### src/hdl/pscull_fifo.sv
// ----------------------------------------------------------------------------
// pscull_fifo
// Small register queue with occupancy count.
// ----------------------------------------------------------------------------
module pscull_fifo #(
  parameter int WIDTH = 8,
  parameter int DEPTH = 4
) (
  input  logic                         clk,
  input  logic                         rst,
  input  logic                         push,
  input  logic [WIDTH-1:0]             data_in,
  output logic                         full,
  input  logic                         pop,
  output logic [WIDTH-1:0]             data_out,
  output logic                         empty,
  output logic [$clog2(DEPTH+1)-1:0]   count
);

  localparam int PTR_W = $clog2(DEPTH);
  localparam int CNT_W = $clog2(DEPTH + 1);
  localparam logic [PTR_W-1:0] LAST = PTR_W'(DEPTH - 1);

  logic [WIDTH-1:0] mem [DEPTH];
  logic [PTR_W-1:0] wr_ptr;
  logic [PTR_W-1:0] rd_ptr;
  logic             do_push;
  logic             do_pop;

  assign full     = (count == CNT_W'(DEPTH));
  assign empty    = (count == '0);
  assign do_push  = push && !full;
  assign do_pop   = pop && !empty;
  assign data_out = mem[rd_ptr];

  always_ff @(posedge clk) begin
    if (do_push) begin
      mem[wr_ptr] <= data_in;
    end
  end

  always_ff @(posedge clk) begin
    if (rst) begin
      wr_ptr <= '0;
      rd_ptr <= '0;
      count  <= '0;
    end else begin
      if (do_push) begin
        wr_ptr <= (wr_ptr == LAST) ? '0 : wr_ptr + 1'b1;
      end
      if (do_pop) begin
        rd_ptr <= (rd_ptr == LAST) ? '0 : rd_ptr + 1'b1;
      end
      if (do_push && !do_pop) begin
        count <= count + 1'b1;
      end else if (do_pop && !do_push) begin
        count <= count - 1'b1;
      end
    end
  end

endmodule

### config.mk
export PLATFORM = sky130hd
export DESIGN_NAME = pscull_fifo
export DESIGN_NICKNAME = d
export VERILOG_FILES = /design/src/hdl/pscull_fifo.sv
export SDC_FILE = /design/constraint.sdc
export NUM_CORES = 1
export LEC_CHECK = 0
export BUFFER_PORTS_ARGS = -buffer_cell sky130_fd_sc_hd__buf_2
export CORE_MARGIN = 2
export CORE_UTILIZATION = 55
export DETAILED_ROUTE_END_ITERATION = 16
export PLACE_DENSITY = 0.88
export SETUP_SLACK_MARGIN = 0.15
export SYNTH_ARGS = -nofsm -noshare
export SYNTH_HDL_FRONTEND = slang
export SYNTH_SLANG_ARGS = --single-unit
### constraint.sdc
create_clock -name clk -period 2.5 [get_ports clk]
set_input_delay 0.625 -clock clk [delete_from_list [all_inputs] [get_ports clk]]
set_output_delay 0.625 -clock clk [all_outputs]
set_load 0.005 [all_outputs]
# Word-level counts from Yosys, hierarchy flattened
# Memories as Yosys holds them, arrays and structs flattened. A register that Yosys moved wholly into a read port is not among the register bits.
# Cells that the tools add are included.
[word_totals]
ram_bits = 32
n_memories = 1
regBits = 7
input_bits = 12
[classes]
muxes = 8
eq_ne = 3
reduce_logical = 10
addsub = 4
[mem_list]
columns = ["memory", "words", "width", "rd", "rd_clocked_by_memory_dff", "write_ports", "line_no", "source"]
rows = [
  ["mem", 4, 8, 1, 1, 1, "24", "logic [WIDTH-1:0] mem [DEPTH];"],
]
[op_table]
columns = ["cell", "count"]
rows = [
  ["two-way mux 2 bit", 4],
  ["two-way mux 3 bit", 2],
  ["adder 2 x 1 -> 2 bit (second input constant)", 2],
  ["== test 2 bit (second input constant)", 2],
  ["logical AND 1 bit", 4],
  ["zero test 1 bit", 4],
  ["adder 3 x 1 -> 3 bit (second input constant)", 1],
  ["== test 3 bit (second input constant)", 1],
  ["zero test 3 bit", 1],
  ["subtractor 3 x 1 -> 3 bit (second input constant)", 1],
  ["two-way mux 1 bit", 2],
  ["nonzero test 2 bit", 1],
]

# Logic depth before layout (Yosys ltp)
[logic_depth]
depth_word = 7
ltp_mapped = 10

# Worst setup path before layout
# Ideal clock, no wire load.
[synth_path]
path_type = "input port to flip-flop"
from = "input port push"
to = "register count[2]"
arrival_time_ns = 2.040
setup_ns = 0.070
slack_ns = 0.389
cell_stages = 8
path_buffers = 0
cell_sequence = "bufinv_8 -> nor2_4 -> ha_1 -> inv_1 -> fa_1 -> xor2_1 -> or3_1 -> a21oi_1"
[synth_via]
elab_chain_len = 4
word_cells_on_any_way = 6
cone_classes = "1 x mux; 5 x reduce/logical"
[synth_rtl]
columns = ["element", "line_no", "source"]
rows = [
  ["from (decl)", "11", "input logic push,"],
  ["logical AND 1 bit *", "32", "assign do_push = push && !full;"],
  ["net do_push", "27", "logic do_push;"],
  ["zero test 1 bit", "56", "end else if (do_pop && !do_push) begin"],
  ["logical AND 1 bit", "56", ""],
  ["nonzero test 2 bit (no source line)", "n/a", ""],
  ["to (signal assigned)", "55", "count <= count + 1'b1;"],
  ["to (signal assigned)", "57", "count <= count - 1'b1;"],
  ["to (decl)", "17", "output logic [$clog2(DEPTH+1)-1:0] count"],
]
# Mark *: on every way through the listed nets, which the timed path passes. The rest lies on a longest branch.
# A chain may end at the register's enable or synchronous reset.

# Worst setup path in the final report
[layout_path]
from = "register count[0]"
to = "register count[2]"
[layout_via]
elab_chain_len = 6
word_cells_on_any_way = 15
cone_classes = "2 x add/sub; 1 x eq/ne; 2 x mux; 10 x reduce/logical"
[layout_rtl]
columns = ["element"]
rows = [
  ["parallel branches: the longest is 6 deep, another holds subtractor 3 x 1 -> 3 bit"],
]
# Parallel ways; which one is timed is not known. The select of a mux whose other input is x is not followed.

==> out/qor.yml <==
run_status:
  status: "completed"
clock_tree:
  h-tree-depth: 2
  cts_buffers: 5
  clk_latency_ns: 0.34
  cts_tree: "done"
  clkTransAtPathRegs_ns: 0.12
  cts_setup_buffers: 0
  cts.repair.resized: 0
  clock_path_buffers: 2
  hold_buffers: 0
  clock_sinks: 41
  cts_root_buf: "clkbuf_4"
power_and_ir_drop:
  power_density_nw_per_um2: 901
  leakage_nw: 0.714
  peakVddDrop_mv: 0.678
die:
  rows: 19
  coreArea_um2: 2830
  io_pins: 25
  fp.dieH_um: 59.1
  start_util: 0.590
  die_w_um: 59.1
  die-area_um2: 3490
worst_setup_path:
  crit_buf_inv: 1
  start_kind: "flop"
  crit_arrival_ns: 2.47
  cp_max_fo: 6
  crit_cells: 7
  critical_path_required_ns: 2.77
  crit_chain: "o31ai_2 > ha_1 > inv_1 > fa_1 > xor2_1 > or3_1 > a21oi_1"
  cp-startpoint: "count[0]$_SDFFE_PP0P_"
  crit_path_max_incr_delay_ns: 0.43
  crit_end: "count[2]$_SDFFE_PP0P_"
  cpMaxStageDelayCell: "o31ai_2"
  cp_top_family: "adder cells"
  timing.rr.end: "count[2]$_SDFFE_PP0P_"
  endpoint_kind: "flop"
  critical_path_class: "flop to flop"
  reg2regPathDepth: 7
  r2r_slack_ns: 0.30
  r2r_start: "count[0]$_SDFFE_PP0P_"
place:
  io_buffers: 24
  place_congestion: 0.720
  dpl_worst_slack_ns: 0.140
final_layout:
  register_area_um2: 1140
  final_core_util: 0.662
  nFillCells: 186
  diodes: 0
  fin_nets: 139
  syn_to_final_growth_pct: 12.2
  layout-drive-gt1-share: 0.380
  multiInputGateArea_um2: 462
sta:
  tns_ns: 0
  finClkSkew_ns: 0.0176
  setup_viol: 0
  fmax_mhz: 455
  hold_viol_final: 0
  setup_ws_ns: 0.304
  rsz0062_at_grt: "no"
  max_slew_margin: 0.713
  fin_crit_ns: 2.20
  fin_hold_ws_ns: 0.493
  period_share: 0.878
  slew_violations: 0
  worst_pin_slew_ns: 0.428
drt:
  drtPass1Iterations: 4
  drcViolationCount: 0
  totalWireLength_mm: 2.54
  ant_nets: 0
  wl_per_cell_um: 16.7
  vias: 852
  drt-initial-drc-count: 22
  vias_per_cell: 5.61
logic_synthesis:
  synth_area_per_cell_um2: 18.1
  ys_types: 27
  synth_area_um2: 1670
  ys_seq_elements: 41
  ys_warn_count: 0
  ys_seq_area_frac: 0.684
  syn_inst: 92
  syn_nets: 111
global_routing:
  grt_start_max_net_pins: 13
  grt_pass1_wl_mm: 4.15
  grt_use_total: 0.176
  antenna_found_initial: 0
  grt-ovfl-total: 0
  grt_pass1_vias: 926
worst_hold_path:
  hold_class: "input port to flop"
flow_run:
  maxCapViolations: 0
==> state kept, by name (all words and copies together) (netlist names), named ones only <==
| register | count |
|---|---|
| mem | 32 |
| rd_ptr | 2 |
| count | 3 |
| wr_ptr | 2 |
==> cell usage in the layout (no fill, tap or decap), types with 2 or more instances in the layout <==
| master | n |
|---|---|
| mux4_2 | 8 |
| o31ai_2 | 2 |
| ha_1 | 6 |
| nand3_1 | 2 |
| nor2_1 | 3 |
| xor2_1 | 2 |
| and3_1 | 4 |
| mux2i_1 | 2 |
| buf_2 | 24 |
| dfxtp_1 | 9 |
| a21oi_1 | 2 |
| nor3_1 | 2 |
| or3_1 | 2 |
| edfxtp_1 | 32 |
| clkbuf_1 | 2 |
| inv_1 | 3 |
| clkbuf_4 | 5 |
==> cells in the mapped netlist <==
| cell type | count | area [µm²] |
|---|---|---|
| clkbuf_1 | 1 | 3.75 |
| ha_1 | 6 | 75.1 |
| edfxtp_1 | 32 | 961 |
| a21oi_1 | 2 | 10.0 |
| buf_1 | 1 | 3.75 |
| or3b_1 | 1 | 8.76 |
| nand2_1 | 1 | 3.75 |
| inv_1 | 3 | 11.3 |
| nor2_1 | 3 | 11.3 |
| buf_2 | 1 | 5.00 |
| bufinv_8 | 1 | 17.5 |
| o21ai_0 | 1 | 5.00 |
| nor3_1 | 2 | 10.0 |
| fa_1 | 1 | 20.0 |
| xor2_1 | 2 | 17.5 |
| nor2_4 | 1 | 11.3 |
| o31ai_2 | 2 | 25.0 |
| nand3_1 | 2 | 10.0 |
| and3_1 | 4 | 25.0 |
| dfxtp_1 | 9 | 180 |
| clkinv_8 | 1 | 16.3 |
| mux2i_1 | 2 | 20.0 |
| a21oi_2 | 1 | 8.76 |
| mux4_2 | 8 | 180 |
| o21ai_1 | 1 | 5.00 |
| buf_6 | 1 | 11.3 |
| or3_1 | 2 | 12.5 |
==> layer usage <==
layer	global-route usage	share of wire
met5	0	0
met4	0.107	0.021
met3	0.0677	0.052
met2	0.284	0.51
met1	0.198	0.42
==> through the flow <==
| stage | cell area (µm²) | power (mW) | instances |
|---|---|---|---|
| floorplan | 1670 | 1.22 | 92 |
| global placement | 1810 | 1.35 | 144 |
| detailed placement | 1810 | 1.37 | 144 |
| CTS | 1870 | 1.70 | 152 |
| global route | 1870 | 1.78 | 152 |
| finish | 1870 | 1.69 | 152 |
==> final cells by class <==
cell class                      count  area share
Clock buffer                        8      0.0314
Sequential cell                    41       0.609
Timing Repair Buffer               25      0.0681
Tap cell                           31      0.0207
Inverter                            5      0.0240
Multi-Input combinational cell     42       0.246
==> worst min path at each step <==
stage	start	to	slack, ns	cells past startpoint
floorplan	rd_ptr[0]$_SDFFE_PP0P_	flop	0.46	2
global placement	rd_ptr[0]$_SDFFE_PP0P_	rd_ptr[0]$_SDFFE_PP0P_	0.47	2
detailed placement	rd_ptr[0]$_SDFFE_PP0P_	flop	0.53	2
CTS	data_in[4]	mem[3][4]$_DFFE_PP_	0.48	1
global route	data_in[5]	mem[2][5]$_DFFE_PP_	0.48	1
finish	data_in[7]	mem[3][7]$_DFFE_PP_	0.49	1
==> cell families (layout without fill, tap and decap cells) <==
| group | Yosys count | after routing | synth area share |
|---|---|---|---|
| compound gates | 7 | 7 | 0.0322 |
| fa+ha+maj | 7 | 7 | 0.0570 |
| xor+xnor | 2 | 2 | 0.0105 |
| mux | 10 | 10 | 0.120 |
| flops | 41 | 41 | 0.684 |
| buf+inv | 9 | 38 | 0.0412 |
| simple gates | 16 | 16 | 0.0555 |
==> power by group <==
group	internal, mW	switching, mW	total, mW
clock network	0.139	0.194	0.333
registers	0.831	0.0620	0.893
logic	0.243	0.217	0.461
No activity file was read; power rests on OpenSTA's default activity.
