===== config.mk =====
export PLATFORM = sky130hd
export DESIGN_NAME = pscull_back
export DESIGN_NICKNAME = d
export VERILOG_FILES = /design/src/hdl/pscull_pkg.sv /design/src/hdl/pscull_back.sv
export SDC_FILE = /design/constraint.sdc
export NUM_CORES = 1
export LEC_CHECK = 0
export ABC_AREA = 0
export BUFFER_PORTS_ARGS = -buffer_cell sky130_fd_sc_hd__buf_2
export CORE_AREA = 4 4 129 131
export DETAILED_ROUTE_END_ITERATION = 8
export DIE_AREA = 0 0 133 135
export GPL_TIMING_DRIVEN = 0
export PLACE_DENSITY = 0.72
export SETUP_SLACK_MARGIN = 0.4
export SKIP_LAST_GASP = 1
export SLEW_MARGIN = 25
export SYNTH_ARGS = -nofsm -noshare
export SYNTH_HDL_FRONTEND = slang
export SYNTH_SLANG_ARGS = --single-unit

===== constraint.sdc =====
create_clock -name clk -period 3.8 [get_ports clk]
set_input_delay 0.76 -clock clk [delete_from_list [all_inputs] [get_ports clk]]
set_output_delay 0.76 -clock clk [all_outputs]
set_load 0.05 [all_outputs]

===== src/hdl/pscull_pkg.sv =====
// ----------------------------------------------------------------------------
// pscull_pkg
// Shared types and constants for the polyline segment cull and transform core.
// ----------------------------------------------------------------------------
package pscull_pkg;

  localparam int COORD_WIDTH = 16;
  localparam int COEFF_WIDTH_DEF = 20;
  localparam int ROW_WIDTH = 60;
  localparam int CFG_DATA_WIDTH = 60;
  localparam int CFG_INDEX_WIDTH = 3;
  localparam int TOL_WIDTH = 10;
  localparam int SCREEN_WIDTH = 16;
  localparam int MID_DEPTH = 4;
  localparam int OUT_DEPTH = 2;
  localparam int MID_CNT_WIDTH = $clog2(MID_DEPTH + 1);
  localparam logic [TOL_WIDTH-1:0] TOL_RESET = 10'd16;

  typedef enum logic [CFG_INDEX_WIDTH-1:0] {
    REG_PYRAMID_MODE   = 3'd0,
    REG_MATRIX_ROW_X   = 3'd1,
    REG_MATRIX_ROW_Y   = 3'd2,
    REG_MATRIX_ROW_Z   = 3'd3,
    REG_CENTER_X       = 3'd4,
    REG_CENTER_Y       = 3'd5,
    REG_FACE_TOLERANCE = 3'd6
  } reg_index_t;

  typedef struct packed {
    logic                    pyramid_mode;
    logic [ROW_WIDTH-1:0]    matrix_row_x;
    logic [ROW_WIDTH-1:0]    matrix_row_y;
    logic [ROW_WIDTH-1:0]    matrix_row_z;
    logic signed [15:0]      center_x;
    logic signed [15:0]      center_y;
    logic [TOL_WIDTH-1:0]    face_tolerance;
  } cfg_t;

  typedef struct packed {
    logic signed [COORD_WIDTH-1:0] point_x;
    logic signed [COORD_WIDTH-1:0] point_y;
    logic signed [COORD_WIDTH-1:0] point_z;
    logic                          starts_line;
  } vertex_t;

  typedef struct packed {
    logic signed [SCREEN_WIDTH-1:0] start_x;
    logic signed [SCREEN_WIDTH-1:0] start_y;
    logic signed [SCREEN_WIDTH-1:0] end_x;
    logic signed [SCREEN_WIDTH-1:0] end_y;
  } segment_t;

endpackage


===== src/hdl/pscull_back.sv =====
// ----------------------------------------------------------------------------
// pscull_back
// Screen mapping: center offset, rounding, saturation and segment assembly
// from the previous and current endpoints.
// ----------------------------------------------------------------------------
module pscull_back import pscull_pkg::*; #(
  parameter int COEFF_WIDTH = COEFF_WIDTH_DEF
) (
  input  logic                          clk,
  input  cfg_t                          cfg,
  input  logic                          mid_empty,
  input  logic [2*(COEFF_WIDTH+4):0]    mid_item,
  output logic                          mid_pop,
  input  logic                          out_full,
  output logic                          out_push,
  output segment_t                      out_item
);

  localparam int ROT_W = COEFF_WIDTH + 4;
  localparam int SCR_W = ((ROT_W > 24) ? ROT_W : 24) + 2;
  localparam int SH_W  = SCR_W - 8;

  logic                           draw;
  logic signed [ROT_W-1:0]        rot_x;
  logic signed [ROT_W-1:0]        rot_z;
  logic signed [SCREEN_WIDTH-1:0] cur_x;
  logic signed [SCREEN_WIDTH-1:0] cur_y;
  logic signed [ROT_W-1:0]        prev_rot_x;
  logic signed [ROT_W-1:0]        prev_rot_z;

  function automatic logic signed [SCREEN_WIDTH-1:0] to_screen(
      input logic signed [ROT_W-1:0] rot, input logic signed [15:0] center);
    logic signed [SCR_W-1:0] v;
    logic signed [SH_W-1:0]  sh;
    logic [SH_W-16:0]        hi;
    v  = SCR_W'(rot) + SCR_W'($signed({center, 8'h80}));
    sh = v[SCR_W-1:8];
    hi = sh[SH_W-1:15];
    if ((hi == '0) || (hi == '1)) begin
      return sh[15:0];
    end
    return sh[SH_W-1] ? 16'sh8000 : 16'sh7fff;
  endfunction

  assign {draw, rot_x, rot_z} = mid_item;
  assign cur_x    = to_screen(rot_x, cfg.center_x);
  assign cur_y    = to_screen(rot_z, cfg.center_y);
  assign mid_pop  = !mid_empty && !out_full;
  assign out_push = mid_pop && draw;

  // start point mapped with the current offsets
  always_comb begin
    out_item.start_x = to_screen(prev_rot_x, cfg.center_x);
    out_item.start_y = to_screen(prev_rot_z, cfg.center_y);
    out_item.end_x   = cur_x;
    out_item.end_y   = cur_y;
  end

  always_ff @(posedge clk) begin
    if (mid_pop) begin
      prev_rot_x <= rot_x;
      prev_rot_z <= rot_z;
    end
  end

endmodule


# Yosys cells after proc, flatten, opt, wreduce, memory -nomap -nowiden
# Cells that the tools add are included.
[totals] register_bits=48 inputBits=275 out_inout_bits=66 wordCells=38
[op_classes] addsub=4 n_eq_ne=4 muxes=16 reduce_logical=12
[op_table] operator="16-bit 2-to-1 mux" n=12
[op_table] operator="24-bit by 24-bit adder with 25-bit output" n=4
[op_table] operator="3-bit equality test, second input constant" n=4
[op_table] operator="3-bit logical NOT" n=4
[op_table] operator="1-bit logical OR" n=4
[op_table] operator="1-bit 2-to-1 mux" n=4
[op_table] operator="1-bit logical AND" n=2
[op_table] operator="1-bit logical NOT" n=2

# Longest topological paths before layout
# Gate-level depths: netlist of the first run.
[depth] word_depth=5 depth_mapped=10

# Worst setup path before layout of the first run
# OpenSTA, ideal clock, no wires.
[synth_timing] kind="input to output" startpoint="in cfg[10] (netlist name)" endpoint="out out_item[14] (netlist name)" t_arrival_ns=3.532 required_time_ns=3.040 slack_ns=-0.492 cell_stages=8 n_path_buf=0 cell_sequence="fa_1 a211oi_1 o21bai_2 o211ai_2 o211ai_2 xor2_2 nor2_4 o21ai_0"
[synth_rtl] element="start, declared" line_no="pscull_back.sv:10" text="input cfg_t cfg,"
[synth_rtl] element="end, declared" line_no="pscull_back.sv:16" text="output segment_t out_item"

==> results of run 1 <==
==> cells in the mapped netlist (all sizes together), types with 3 or more instances <==
cell type	count
nand3	15
fa	4
xnor2	22
a21o	18
edfxtp	34
nor2b	3
and3	5
o31ai	3
nor3b	4
xor2	28
buf	9
a21oi	79
inv	15
or2	3
o21bai	6
nand4	7
o21ai	56
a31oi	9
nand2	40
and2	8
maj3	17
nor3	10
o211ai	12
a211oi	13
nand2b	12
or3	7
nor2	37
ha	64
==> worst max-delay path, cell delays in order <==
cell and delay, ps:
sky130_fd_sc_hd__buf_8 100, sky130_fd_sc_hd__fa_2 400, sky130_fd_sc_hd__a211oi_2 250, sky130_fd_sc_hd__o211ai_1 160, sky130_fd_sc_hd__nand4_1 200, sky130_fd_sc_hd__o211ai_1 110, sky130_fd_sc_hd__a221o_2 380, sky130_fd_sc_hd__buf_6 140
sky130_fd_sc_hd__nor2_4 220, sky130_fd_sc_hd__o21ai_2 110, sky130_fd_sc_hd__buf_6 160
==> layout make-up <==
class,count,area [µm²]
well taps,216,270
clock buffers,6,129
inverters,15,58.8
repair buffers,212,2020
flip-flops and latches,34,1020
multi-input cells,510,5090
fillers,1205,6870
clock inverters,2,8.76
plain buffers,10,125
==> flip-flops by register name, indices dropped and copies added, names as in the netlist <==
name	flops
prev_rot_z	17
prev_rot_x	17
==> per-layer routing <==
layer	vias up	part of all wire	track usage
met3	52	0.058	0.0395
met4	0	0.029	0.0751
li1	2612	-	-
met2	244	0.50	0.334
met1	2664	0.41	0.247
met5	-	0	0
==> where the power goes <==
| part | internal (mW) | switching, mW | total (mW) |
|---|---|---|---|
| clock network | 0.240 | 0.160 | 0.400 |
| logic | 1.33 | 1.84 | 3.17 |
| registers | 0.443 | 0.0158 | 0.458 |
==> final timing paths <==
kind,to,startpoint,cells past startpoint,slack (ps)
worst min-delay path,prev_rot_z[14]$_DFFE_PP_,mid_item[14],1,660
worst max-delay path,out_item[28],mid_item[31],11,50
==> cells by family (layout without fill, tap and decap cells) <==
| group | Yosys count | count (layout) | synth area share |
|---|---|---|---|
| AOI/OAI and AO/OA | 217 | 217 | 0.293 |
| DFF | 34 | 34 | 0.208 |
| and+or+nand+nor | 156 | 157 | 0.165 |
| buffers and inverters | 25 | 245 | 0.0265 |
| xor gates and xnor gates | 50 | 50 | 0.0922 |
| adders and majority gates | 85 | 85 | 0.214 |
| muxes | 1 | 1 | 0.00204 |
==> cells in the final DEF, fill, tap and decap left out, types with 22 or more instances in the layout <==
cell type / netlist / final
sky130_fd_sc_hd__a21oi_1: 75 / 38
sky130_fd_sc_hd__a21oi_4: 0 / 25
sky130_fd_sc_hd__buf_2: 4 / 64
sky130_fd_sc_hd__buf_4: 2 / 48
sky130_fd_sc_hd__buf_6: 3 / 73
sky130_fd_sc_hd__buf_8: 0 / 25
sky130_fd_sc_hd__edfxtp_1: 34 / 34
sky130_fd_sc_hd__ha_1: 64 / 22
sky130_fd_sc_hd__ha_4: 0 / 36
sky130_fd_sc_hd__nand2_1: 37 / 34
sky130_fd_sc_hd__nor2_1: 34 / 28
sky130_fd_sc_hd__o21ai_0: 48 / 23
sky130_fd_sc_hd__xnor2_1: 22 / 22
sky130_fd_sc_hd__xor2_1: 26 / 26
==> what timing repair did <==
item,4_1_cts,5_1_grt
cloned,6,0
endpoints found under the hold margin,0,0
buffers inserted,48,23
gates resized for setup,255,86
pin swaps,66,32
setup endpoints to repair,63,63
==> flow_summary.json, run 1 <==
{
  "cp.arrival_ps": 2990,
  "areaGrowthSynthToFinish_pct": 77.6,
  "routed_wire_per_std_cell_um": 18.9,
  "yosys_register_bits": 34,
  "power.leakage_nw": 3.39,
  "floorplan.rows": 46,
  "mappedNetlistNets": 911,
  "p_total_mw": 4.03,
  "yosysTopAreaCellShare": 0.208,
  "synth_enable_flop_cells": 34,
  "post_synth_inst_count": 568,
  "synthFlopType": "sky130_fd_sc_hd__edfxtp_1",
  "worst_setup_hold_path_clk_slew_ps": 60,
  "vias": 5572,
  "syn_area_per_cell_um2": 8.65,
  "number_of_synthesis_warnings": 0,
  "report.final.hold_viol_count": 0,
  "finalSetupViolations": 0,
  "initial_core_util": 0.315,
  "rsz_0062_raised_after_global_routing": "yes",
  "dp.cells": 920,
  "global_route.overflow_total": 0,
  "design.die.area_um2": 18000,
  "final_period_minus_worst_setup_slack_ps": 3750,
  "fmax_ghz": 0.266,
  "ctsLongestPathBuffers": 2,
  "hold_buffers": 0,
  "yosysTopAreaCell": "sky130_fd_sc_hd__edfxtp_1",
  "timing.slew.headroom": 0.560,
  "place_worst_setup_slack_ps": -355,
  "grt.total_usage": 0.197,
  "netlist_area_um2": 4910,
  "detailed_place.area_um2": 6550,
  "grt_start_max_net_pins": 20,
  "floorplan.io_pins": 341,
  "final_cell_area_um2": 8730,
  "drt_iter0_markers": 334,
  "critical_path_rt_ps": 3040,
  "fp.coreArea_um2": 15600,
  "grt_pass1_vias": 5587,
  "drive_above_1_share": 0.534,
  "stdcell_count": 1005,
  "dieHeight_um": 135,
  "outcome": "finished clean",
  "synth_top_cells_by_area": "sky130_fd_sc_hd__edfxtp_1 (21%), sky130_fd_sc_hd__ha_1 (16%), sky130_fd_sc_hd__a21oi_1 (7.6%)",
  "ctsRootBufferMaster": "sky130_fd_sc_hd__clkbuf_16",
  "design.final.nets": 1131,
  "finalWeightedCongestion": 0.908,
  "clock_sinks": 34,
  "startpoint_type": "input pin",
  "htree_num_levels": 2,
  "tightest_slew_ps": 658,
  "tritoncts": "yes",
  "drc": 0,
  "grt_antenna_before_repair": 0,
  "seq_area_frac_synth": 0.208,
  "final_antenna_net_count": 0,
  "synth.distinct_cells": 71,
  "irDropWorstVdd_uv": 307,
  "critical_path_class": "in2out",
  "critPathMaxFanout": 5,
  "setup_ws_ps": 46.3,
  "vias_per_cell": 5.54,
  "pwr_density_cell_nw_per_um2": 462,
  "min_period_over_period": 0.988,
  "first_pass_grt_wire_length_mm": 28.7,
  "slew_viol_final": 0,
  "drv.max_cap_violation_count": 0,
  "fin_hold_ws_ps": 658,
  "async_flop_share": 0,
  "utilization": 0.559,
  "buffer_ports.inserted": 135,
  "numCtsBuffers": 5,
  "routed_wl_mm": 19.0,
  "fp.dieW_um": 133,
  "critical_path.endpoint_type": "output port",
  "fin_tns_setup_ps": 0,
  "detailedPlacementHpwl_mm": 12.1,
  "antenna_cells_inserted": 0,
  "dr.pass1.iters": 5,
  "worst_hold_path_type": "in2reg"
}
(Power assumes the default switching activity.)
==> run 2: changes to the inputs <==
CELL_PAD_IN_SITES_DETAIL_PLACEMENT = 1   (was unset)
CELL_PAD_IN_SITES_GLOBAL_PLACEMENT = 2   (was unset)
CORE_AREA = unset   (was 4 4 129 131)
CORE_MARGIN = 4   (was unset)
CORE_UTILIZATION = 22   (was unset)
DIE_AREA = unset   (was 0 0 133 135)
PLACE_DENSITY = 0.9   (was 0.72)
clock period = 4 ns   (was 3.8 ns; I/O delays follow)
==> flow_summary.json, run 2 (same netlist as run 1, synthesis figures left out) <==
{
  "tritoncts": "yes",
  "numCtsBuffers": 5,
  "power.share.switching": 0.495,
  "worst_setup_hold_path_clk_slew_ps": 60,
  "dp.cells": 984,
  "drt_iter0_markers": 275,
  "tightest_slew_ps": 697,
  "buffer_ports.inserted": 135,
  "routed_wl_mm": 22.4,
  "grt_pass1_vias": 5831,
  "htree_num_levels": 2,
  "report.final.hold_viol_count": 0,
  "p_switching_mw": 1.97,
  "first_pass_grt_wire_length_mm": 30.4,
  "critical_path_class": "in2out",
  "floorplan.io_pins": 341,
  "startpoint_type": "input pin",
  "layout.cells.most_common_list": "sky130_fd_sc_hd__buf_6 (61), sky130_fd_sc_hd__buf_2 (61), sky130_fd_sc_hd__buf_4 (54)",
  "vias": 5640,
  "slew_viol_final": 0,
  "min_period_over_period": 0.988,
  "grt_start_max_net_pins": 21,
  "hold_buffers": 0,
  "critPathMaxFanout": 6,
  "finalWeightedCongestion": 0.875,
  "ctsRootBufferMaster": "sky130_fd_sc_hd__clkbuf_16",
  "cp.arrival_ps": 3150,
  "met3RoutedLength_mm": 1.18,
  "finalSetupViolations": 0,
  "power.internal_mw": 2.01,
  "initial_core_util": 0.224,
  "grt_antenna_before_repair": 0,
  "power.leakage_nw": 3.44,
  "final_antenna_net_count": 0,
  "route.layer.met1.wl_mm": 8.77,
  "critical_path_end": "out_item[19]",
  "clockPowerShare": 0.118,
  "drive_above_1_share": 0.541,
  "antenna_cells_inserted": 0,
  "rsz_0062_raised_after_global_routing": "yes",
  "fp.coreArea_um2": 21900,
  "drv.max_cap_violation_count": 0,
  "dr_wl_met2_mm": 11.9,
  "irDropWorstVdd_uv": 313,
  "clock_sinks": 34,
  "vias_per_cell": 5.26,
  "detailed_place.area_um2": 6360,
  "pwr_density_cell_nw_per_um2": 443,
  "stdcell_count": 1073,
  "areaGrowthSynthToFinish_pct": 83.0,
  "fmax_ghz": 0.253,
  "ctsLongestPathBuffers": 2,
  "design.final.nets": 1135,
  "fin_hold_ws_ps": 707,
  "power.combinational.fraction": 0.772,
  "worst_hold_path_type": "in2reg",
  "final_period_minus_worst_setup_slack_ps": 3950,
  "reg.largest.list": "prev_rot_x x17, prev_rot_z x17",
  "fin_tns_setup_ps": 0,
  "grt.total_usage": 0.152,
  "floorplan.rows": 54,
  "critical_path_rt_ps": 3200,
  "detailedPlacementHpwl_mm": 13.8,
  "setup_ws_ps": 47.8,
  "seq_power_share": 0.110,
  "place_worst_setup_slack_ps": -311,
  "outcome": "finished clean",
  "dieHeight_um": 157,
  "drc": 0,
  "dr.pass1.iters": 4,
  "fp.dieW_um": 157,
  "global_route.overflow_total": 0,
  "critical_path.endpoint_type": "output port",
  "design.die.area_um2": 24800,
  "routed.top_layer": "met4",
  "timing.slew.headroom": 0.534,
  "final_cell_area_um2": 8990,
  "worstSetupStartpoint": "cfg[30]",
  "routed_wire_per_std_cell_um": 20.8
}
-- run 2: cell types whose count changed in the layout (fill, tap and decap cells not counted), moves of 3 or more --
cell,previous run,this run
sky130_fd_sc_hd__a21oi_4,25,30
sky130_fd_sc_hd__ha_2,6,9
sky130_fd_sc_hd__o21ai_2,13,10
sky130_fd_sc_hd__o21ai_1,7,11
sky130_fd_sc_hd__buf_8,25,30
sky130_fd_sc_hd__buf_2,64,61
sky130_fd_sc_hd__clkbuf_4,0,3
sky130_fd_sc_hd__o21ai_0,23,20
sky130_fd_sc_hd__buf_12,8,11
sky130_fd_sc_hd__buf_4,48,54
sky130_fd_sc_hd__a21oi_2,16,11
sky130_fd_sc_hd__ha_1,22,17
sky130_fd_sc_hd__buf_6,73,61
-- run 2: per-stage QoR --
step,utilization,power [mW]
floorplan,-,2.08
global placement,0.289,2.52
detailed placement,0.291,2.54
CTS,0.369,3.63
global route,0.411,4.14
finish,0.411,3.98
-- run 2: worst min-delay path by stage --
stage | startpoint | endpoint | slack (ps) | cells after the start
CTS | mid_item[8] | prev_rot_z[8]$_DFFE_PP_ | 680 | 1
detailed placement | mid_item[35] | prev_rot_x[11]$_DFFE_PP_ | 1000 | 1
finish | mid_item[8] | prev_rot_z[8]$_DFFE_PP_ | 710 | 1
global route | mid_item[8] | prev_rot_z[8]$_DFFE_PP_ | 700 | 1
floorplan | mid_item[34] | prev_rot_x[10]$_DFFE_PP_ | 900 | 0
global placement | mid_item[35] | prev_rot_x[11]$_DFFE_PP_ | 990 | 1
-- run 2: final cells by class --
class,instances,area [µm²]
Clock inverter,2,37.5
Buffer,10,130
Tap cell,280,350
Sequential cell,34,1020
Timing Repair Buffer,216,2120
Fill cell,2413,12900
Multi-Input combinational cell,510,5140
Inverter,15,56.3
Clock buffer,6,129
-- run 2: what timing repair did --
item	CTS	global route
gates cloned	5	2
gates resized for setup	254	147
buffers inserted	46	28
setup endpoints to repair	63	64
pin swaps	71	71
-- run 2: worst max-delay path: stages --
cell	delay [ps]
sky130_fd_sc_hd__buf_2	130
sky130_fd_sc_hd__ha_2	400
sky130_fd_sc_hd__o21ai_0	150
sky130_fd_sc_hd__a21oi_1	230
sky130_fd_sc_hd__nand4_1	120
sky130_fd_sc_hd__buf_4	180
sky130_fd_sc_hd__o211ai_1	180
sky130_fd_sc_hd__a221o_2	240
sky130_fd_sc_hd__nor2_4	60
sky130_fd_sc_hd__buf_12	130
sky130_fd_sc_hd__buf_16	130
sky130_fd_sc_hd__o31ai_4	220
sky130_fd_sc_hd__buf_6	190
-- run 2: power by group through the flow --
stage	sequential, mW	combinational [mW]	clock, mW
6_report	0.437	3.07	0.471
5_1_grt	0.439	3.21	0.493
4_1_cts	0.435	2.72	0.479
3_5_place_dp	0.436	2.10	0
3_3_place_gp	0.435	2.08	0
2_1_floorplan	0.434	1.65	0
-- run 2: metal layers --
layer	global-route usage	vias up
li1	-	2618
met1	0.184	2775
met2	0.275	207
met3	0.0278	40
met4	0.0447	0
met5	0	-
